$ cat config.mk
export PLATFORM = sky130hd
export DESIGN_NAME = adc_two_wire_serial_master_core
export DESIGN_NICKNAME = d
export VERILOG_FILES = /design/src/rtl/core/adc2w_pkg.sv /design/src/rtl/core/adc_two_wire_serial_master_core.sv
export SDC_FILE = /design/constraint.sdc
export NUM_CORES = 1
export LEC_CHECK = 0
export BUFFER_PORTS_ARGS = -buffer_cell sky130_fd_sc_hd__buf_4
export CAP_MARGIN = 30
export CORE_MARGIN = 10
export CORE_UTILIZATION = 65
export CTS_BUF_LIST = sky130_fd_sc_hd__clkbuf_8
export CTS_CLUSTER_SIZE = 28
export DETAILED_ROUTE_END_ITERATION = 16
export GPL_ROUTABILITY_DRIVEN = 1
export GPL_TIMING_DRIVEN = 0
export PLACE_DENSITY_LB_ADDON = 0.3
export SETUP_SLACK_MARGIN = 0.5
export SLEW_MARGIN = 20
export SYNTH_ARGS = -nofsm -noshare
export SYNTH_HDL_FRONTEND = slang
export SYNTH_SLANG_ARGS = --single-unit
$ cat constraint.sdc
create_clock -name clk_i -period 12 [get_ports clk_i]
set_input_delay 0 -clock clk_i [delete_from_list [all_inputs] [get_ports clk_i]]
set_output_delay 0 -clock clk_i [all_outputs]
set_load 0.05 [all_outputs]
$ cat src/rtl/core/adc2w_pkg.sv
// shared types and constants for the two-wire converter master
`timescale 1ns / 1ps

package adc2w_pkg;

  localparam int unsigned IN_W  = 16;  // packed input transfer width
  localparam int unsigned OUT_W = 40;  // packed result transfer width

  localparam logic [7:0] CMD_WRITE = 8'h65;
  localparam logic [7:0] CMD_READ  = 8'h56;
  localparam logic [7:0] CFG_KEEP  = 8'hC3;
  localparam logic [7:0] CFG_RESET = 8'h0C;

  localparam logic [5:0] READ_CLOCKS = 6'd27;
  localparam logic [5:0] CMD_CLOCKS  = 6'd46;
  localparam logic [5:0] DIR_CLOCK   = 6'd37;
  localparam logic [5:0] DATA_FIRST  = 6'd38;
  localparam logic [5:0] DATA_LAST   = 6'd45;
  localparam logic [5:0] CMD_FIRST   = 6'd28;
  localparam logic [5:0] CMD_DUP     = 6'd29;
  localparam logic [5:0] CMD_LAST    = 6'd36;

  typedef enum logic [1:0] {
    OP_READ_SAMPLE = 2'd0,
    OP_WRITE_CFG   = 2'd1,
    OP_READ_CFG    = 2'd2,
    OP_SET_RATE    = 2'd3
  } op_e;

  typedef enum logic [3:0] {
    PH_IDLE = 4'b0001,
    PH_WAIT = 4'b0010,
    PH_HIGH = 4'b0100,
    PH_LOW  = 4'b1000
  } phase_e;

endpackage

$ cat src/rtl/core/adc_two_wire_serial_master_core.sv
// two-wire serial master for a 24-bit sigma-delta converter, one tick per transfer
`timescale 1ns / 1ps

// Each input transfer is one tick of the serial sequencer and gives exactly one
// result transfer, which appears in the output register in the cycle after the
// input transfer; a new tick is taken every cycle while the output register is
// empty or being drained, so the sustained rate is one tick per clock cycle.
// The serial clock period is 2 * half_period_ticks ticks (0 acts as 1). A
// sample read waits for the data pin to go low, then gives READ_CLOCKS clocks;
// configuration commands run on to CMD_CLOCKS. The configuration register may
// only be written while no command is in progress.
module adc_two_wire_serial_master_core (
  input  logic                          clk_i,
  input  logic                          rst_ni,
  // tdata: start_req[0], opcode[2:1], write_value[10:3], rate[12:11],
  //        gain[14:13], pin_level[15]
  input  logic                          s_axis_tvalid,
  output logic                          s_axis_tready,
  input  logic [adc2w_pkg::IN_W-1:0]    s_axis_tdata,
  // tdata: serial_clock[0], pin_drive[1], pin_drive_enable[2], busy_res[3],
  //        done_res[4], sample[28:5], config_readback[36:29], data_ready[37],
  //        zero fill[39:38]
  output logic                          m_axis_tvalid,
  input  logic                          m_axis_tready,
  output logic [adc2w_pkg::OUT_W-1:0]   m_axis_tdata,
  // half_period_ticks
  input  logic                          cfg_valid_i,
  output logic                          cfg_ready_o,
  input  logic [7:0]                    cfg_data_i
);
  import adc2w_pkg::*;

  logic        start;
  op_e         op;
  logic [7:0]  wval;
  logic [1:0]  rate;
  logic [1:0]  gain;
  logic        pin;
  logic        in_fire;

  logic [7:0]  half_q;
  logic [7:0]  hp;
  logic        half_end;

  phase_e      phase_q, phase_d;
  logic [5:0]  edge_q, edge_d;
  logic [7:0]  tick_q, tick_d;
  logic [26:0] shift_q, shift_d;
  logic [7:0]  shadow_q, shadow_d;
  op_e         pend_q, pend_d;
  logic [7:0]  obyte_q, obyte_d;
  logic [23:0] sample_q, sample_d;
  logic [7:0]  rdback_q, rdback_d;
  logic        done;

  logic [7:0]  cmd;
  logic [2:0]  cmd_idx;
  logic [2:0]  byte_idx;
  logic        drv_en, drv_val;

  logic [OUT_W-1:0] out_d, out_q;
  logic             out_valid_q;

  assign start = s_axis_tdata[0];
  assign op    = op_e'(s_axis_tdata[2:1]);
  assign wval  = s_axis_tdata[10:3];
  assign rate  = s_axis_tdata[12:11];
  assign gain  = s_axis_tdata[14:13];
  assign pin   = s_axis_tdata[15];

  assign s_axis_tready = !out_valid_q || m_axis_tready;
  assign in_fire       = s_axis_tvalid && s_axis_tready;
  assign cfg_ready_o   = 1'b1;

  assign hp       = (half_q == 8'd0) ? 8'd1 : half_q;
  assign half_end = ({1'b0, tick_q} + 9'd1) >= {1'b0, hp};

  always_comb begin
    phase_d  = phase_q;
    edge_d   = edge_q;
    tick_d   = tick_q;
    shift_d  = shift_q;
    shadow_d = shadow_q;
    pend_d   = pend_q;
    obyte_d  = obyte_q;
    sample_d = sample_q;
    rdback_d = rdback_q;
    done     = 1'b0;
    if (in_fire) begin
      case (phase_q)
        PH_IDLE: begin
          if (start) begin
            pend_d = op;
            case (op)
              OP_WRITE_CFG: obyte_d = wval;
              OP_SET_RATE:  obyte_d = (shadow_q & CFG_KEEP) | {2'b00, rate, gain, 2'b00};
              default:      obyte_d = 8'd0;
            endcase
            shift_d = '0;
            edge_d  = '0;
            tick_d  = '0;
            phase_d = PH_WAIT;
          end
        end
        PH_WAIT: begin
          if (!pin) begin
            edge_d  = 6'd1;
            tick_d  = '0;
            phase_d = PH_HIGH;
          end
        end
        PH_HIGH: begin
          if (half_end) begin
            // sample on the last high tick of read clocks and config data clocks
            if (edge_q <= READ_CLOCKS ||
                (pend_q == OP_READ_CFG && edge_q >= DATA_FIRST && edge_q <= DATA_LAST)) begin
              shift_d = {shift_q[25:0], pin};
            end
            tick_d  = '0;
            phase_d = PH_LOW;
          end else begin
            tick_d = tick_q + 8'd1;
          end
        end
        PH_LOW: begin
          if (half_end) begin
            tick_d = '0;
            if (edge_q == READ_CLOCKS && pend_q == OP_READ_SAMPLE) begin
              sample_d = shift_q[26:3];
              phase_d  = PH_IDLE;
              done     = 1'b1;
            end else if (edge_q >= CMD_CLOCKS) begin
              if (pend_q == OP_READ_CFG) begin
                rdback_d = shift_q[7:0];
              end else begin
                shadow_d = obyte_q;
              end
              phase_d = PH_IDLE;
              done    = 1'b1;
            end else begin
              // leading read of a config command is thrown away
              if (edge_q == READ_CLOCKS) begin
                shift_d = '0;
              end
              edge_d  = edge_q + 6'd1;
              phase_d = PH_HIGH;
            end
          end else begin
            tick_d = tick_q + 8'd1;
          end
        end
        default: phase_d = PH_IDLE;
      endcase
    end
  end

  // data pin drive, from the state after this tick
  assign cmd      = (pend_d == OP_READ_CFG) ? CMD_READ : CMD_WRITE;
  assign cmd_idx  = 3'(CMD_LAST - edge_d);
  assign byte_idx = 3'(DATA_LAST - edge_d);

  always_comb begin
    drv_en  = 1'b0;
    drv_val = 1'b0;
    if ((phase_d == PH_HIGH || phase_d == PH_LOW) && pend_d != OP_READ_SAMPLE) begin
      if (edge_d == CMD_FIRST || edge_d == CMD_DUP) begin
        drv_en  = 1'b1;
        drv_val = cmd[6];
      end else if (edge_d > CMD_DUP && edge_d <= CMD_LAST) begin
        drv_en  = 1'b1;
        drv_val = cmd[cmd_idx];
      end else if (edge_d == DIR_CLOCK) begin
        if (pend_d != OP_READ_CFG) begin
          drv_en  = 1'b1;
          drv_val = cmd[0];
        end
      end else if (edge_d >= DATA_FIRST && edge_d <= DATA_LAST) begin
        if (pend_d != OP_READ_CFG) begin
          drv_en  = 1'b1;
          drv_val = obyte_d[byte_idx];
        end
      end
    end
  end

  assign out_d = {2'b00, !pin, rdback_d, sample_d, done, (phase_d != PH_IDLE),
                  drv_en, drv_val, (phase_d == PH_HIGH)};

  always_ff @(posedge clk_i or negedge rst_ni) begin
    if (!rst_ni) begin
      half_q      <= 8'd1;
      phase_q     <= PH_IDLE;
      edge_q      <= '0;
      tick_q      <= '0;
      shift_q     <= '0;
      shadow_q    <= CFG_RESET;
      pend_q      <= OP_READ_SAMPLE;
      obyte_q     <= '0;
      sample_q    <= '0;
      rdback_q    <= '0;
      out_valid_q <= 1'b0;
    end else begin
      if (cfg_valid_i) begin
        half_q <= cfg_data_i;
      end
      phase_q  <= phase_d;
      edge_q   <= edge_d;
      tick_q   <= tick_d;
      shift_q  <= shift_d;
      shadow_q <= shadow_d;
      pend_q   <= pend_d;
      obyte_q  <= obyte_d;
      sample_q <= sample_d;
      rdback_q <= rdback_d;
      if (in_fire) begin
        out_valid_q <= 1'b1;
      end else if (m_axis_tready) begin
        out_valid_q <= 1'b0;
      end
    end
  end

  always_ff @(posedge clk_i) begin
    if (in_fire) begin
      out_q <= out_d;
    end
  end

  assign m_axis_tvalid = out_valid_q;
  assign m_axis_tdata  = out_q;

endmodule

==> flow_summary_export.csv <==
group,metric,value,unit
global_route,grt_pass1_wl,23500,um
worst_setup_path,crit_chain,"and2_4, nand4_1, nor2_1, xor2_1, ha_1, and3_1, a221oi_1, o31a_1, buf_6, a21oi_1, and4b_1, nor2_1, inv_1, ha_1, inv_1, nor3_1, a22o_1, o311ai_1, o32ai_1",
timing,hold_slack,0.0383,ns
timing,slew_viol_final,0,
cts,cts_root_buf,"clkbuf_8",
layout,drive_above_1_share,25.4,%
worst_setup_path,start_kind,"register",
worst_setup_path,r2r_start,"tick_q[2]",
floorplanning,core_region_area,0.00937,mm2
worst_setup_path,cp.arrival,4.65,ns
cts,clock_sinks,138,
power,power-per-cell-area,149,mW/mm2
hold_path,whs_path_depth,4,
placed_design,postPlaceCellArea,0.00704,mm2
hold_path,hold_path_class,"in -> reg",
layout,design_area,0.00762,mm2
yosys,ys_warn_count,0,
cts,cts_buffer_depth,2,
layout,num_antenna_cells,0,
routing,antenna_left,0,
floorplanning,die_x,119,um
global_route,antenna_found_initial,0,
cts,post_cts_buffers,0,
timing,setup_violations,0,
yosys,synth-seq-cells,138,
cts,cts-hold-fix-buffers,18,
floorplanning,dieHeight,119,um
layout,synthToLayoutAreaGrowth,20.2,%
timing,max_slew_margin,46.2,%
layout,fillers,559,
yosys,synthCells,560,
floorplanning,die_area,0.0141,mm2
routing,drt_iter0_drc,460,
placed_design,dp_hpwl,9400,um
worst_setup_path,max_stage_delay,0.42,ns
routing,route.vias.total,4705,
run,drv_cap,0,
timing,max_clock_freq,224,MHz
yosys,synth-async-reset-ratio,72.5,%
yosys,synth_edf_count,38,
worst_setup_path,r2r_slack,7.53,ns
yosys,ys_seq_area_share,57.5,%
worst_setup_path,criticalPathCategory,"reg -> reg",
hold_path,min_from,"s_axis_tdata[14]",
yosys,netlist_area,0.00634,mm2
cts,cts_max_level,4,
global_route,grt-ovfl-total,0,
cts,clock_latency,0.44,ns
power,p_leak,3.44,nW
routing,remaining_drc_errors,0,
timing,final.period_utilization,37.3,%
routing,routed_wirelength,14000,um
cts,cts_buffers,17,
worst_setup_path,reg2regPathDepth,19,
layout,fin_nets,711,
cts,tritoncts,"built",
routing,dr.pass1.iters,5,
timing,period_minus_slack,4.47,ns
routing,routedWlPerCell,17.3,um
global_route,first_global_vias,4758,
timing,clock_skew,0.0136,ns
timing,rsz0062_at_grt,"no",
worst_setup_path,worstPathMaxFanout,10,
routing,avgViaCountPerCell,5.82,
yosys,synth_flop_cell,"dfrtp_1",
timing,max_slew.worst_pin.slew,0.802,ns
yosys,synth_cell_types,73,
floorplanning,start_util,67.7,%
placed_design,gp_congestion,0.855,
global_route,gr-usage-all-layers,20.1,%
placed_design,port_buffers,66,
timing,hold_viol_final,0,
cts,clkSlewWorstSetupHoldPaths,0.08,ns
worst_setup_path,crit_required,12.18,ns
floorplanning,ioPinCount,72,
worst_setup_path,cp_slowest_cell,"dfrtp_1",
power,peakVddDrop,0.0884,mV
hold_path,hold_end,"obyte_q[3]",
global_route,grt_max_degree,101,
worst_setup_path,end_kind,"register",
cts,cts_resized,0,
floorplanning,rows,35,
yosys,postSynthAreaPerCell,11.3,um2
run_status,status,"finished, final reports clean",
worst_setup_path,timing.rr.end,"m_axis_tdata[1]",
timing,tns,0,ns
worst_setup_path,cp-startpoint,"tick_q[2]",
## through the flow
stage,utilization (%),cells,setup slack [ns],power (mW)
floorplan,-,561,8.12,0.711
global placement,74.7,756,7.66,0.769
detailed placement,75.1,757,7.60,0.782
CTS,80.9,807,7.56,1.14
global route,81.3,809,7.19,1.19
finish,81.3,809,7.53,1.14
## area by class of cell
cell class                 instances  area, um2  share of cell area, %
inverter                          47        176                   2.31
sequential                       138       3650                   47.8
timing repair buffer              87        744                   9.77
multi-input combinational        346       2390                   31.3
tap                              129        161                   2.12
clock buffer                      18        248                   3.25
buffer                            30        139                   1.82
clock inverter                    14        123                   1.61
## layer usage
layer | vias up | global-route usage, % | wire length (um)
li1 | 2211 | - | -
met1 | 2303 | 24.9 | 6060
met2 | 173 | 33.8 | 6940
met3 | 18 | 5.81 | 803
met4 | 0 | 5.27 | 208
met5 | - | 0 | 0
## where the power goes
group	internal, mW	switching [mW]	leakage [nW]	total [mW]
sequential	0.524	0.0290	1.74	0.553
clock	0.156	0.199	0.178	0.355
combinational	0.0827	0.148	1.52	0.231
total	0.763	0.376	3.44	1.14
## logic make-up after synthesis
group	count (synthesis)	share of synthesized area (%)
DFF	138	57.5
buffers and inverters	77	4.97
and+or+nand+nor	157	13.1
AOI/OAI and AO/OA	113	11.4
muxes	51	9.05
other	2	0.118
xor gates and xnor gates	7	0.966
adders and majority gates	15	2.96
## Yosys cell counts, drive strengths merged, types with 3 or more instances
cell	instances	area share, %
xnor2	5	0.69
o211ai	3	0.36
nand4	5	0.49
a21oi	15	1.2
and3	6	0.59
and2	3	0.34
mux2	48	8.6
or3	4	0.39
dfrtp	98	39
buf	10	1.0
mux2i	3	0.47
nand2b	8	0.83
nand2	43	2.6
nor4	4	0.49
a211oi	3	0.36
edfxtp	38	18
nand3	36	2.8
a22o	5	0.69
inv	47	2.8
o21ai	55	4.4
nor3	11	1.1
clkbuf	20	1.2
nor2	21	1.2
o31ai	4	0.47
nor4b	3	0.51
ha	15	3.0
## layout by cell type (no fill, tap or decap), types with 3 or more instances in the layout
cell type,n
buf_4,68
clkbuf_1,20
clkinvlp_4,4
a22o_1,5
conb_1,3
ha_1,15
clkbuf_8,18
and3_1,6
nand3_1,36
a211oi_1,3
edfxtp_1,38
o21ai_0,48
xnor2_1,5
dlygate4sd3_1,19
dfrtp_1,98
nor4_1,3
mux2i_1,3
nand2_1,42
inv_1,45
o31ai_1,4
inv_6,7
nand2b_1,7
mux2_2,47
nor3_1,9
a21oi_1,15
nand4_1,5
or3_1,4
buf_2,6
o21ai_1,6
nor2_1,21
o211ai_1,3
## registers in the layout (all words and copies together), names as in the netlist
register,flops
m_axis_tdata,38
rdback_q,8
m_axis_tvalid,1
edge_q,6
pend_q,2
tick_q,8
shadow_q,4
half_q,8
sample_q,24
phase_q,4
obyte_q,8
shift_q,27
## critical path: cells and delay by family, from the launching register on
kind | cells | cell delay (ns)
AO/OA/AOI/OAI | 6 | 1.33
buffers and inverters | 3 | 0.38
adder cells (fa/ha/maj) | 2 | 0.61
flip-flops | 1 | 0.42
XOR/XNOR | 1 | 0.23
AND/OR/NAND/NOR | 7 | 1.23
## how the worst max path moves through the flow
stage	to	slack, ns
2_1_floorplan	m_axis_tdata[1]	8.12
3_3_place_gp	m_axis_tdata[1]	7.66
3_5_place_dp	m_axis_tdata[1]	7.60
4_1_cts	m_axis_tdata[1]	7.56
5_1_grt	m_axis_tdata[1]	7.19
6_report	m_axis_tdata[1]	7.53
No activity file was read; power rests on OpenSTA's default activity.
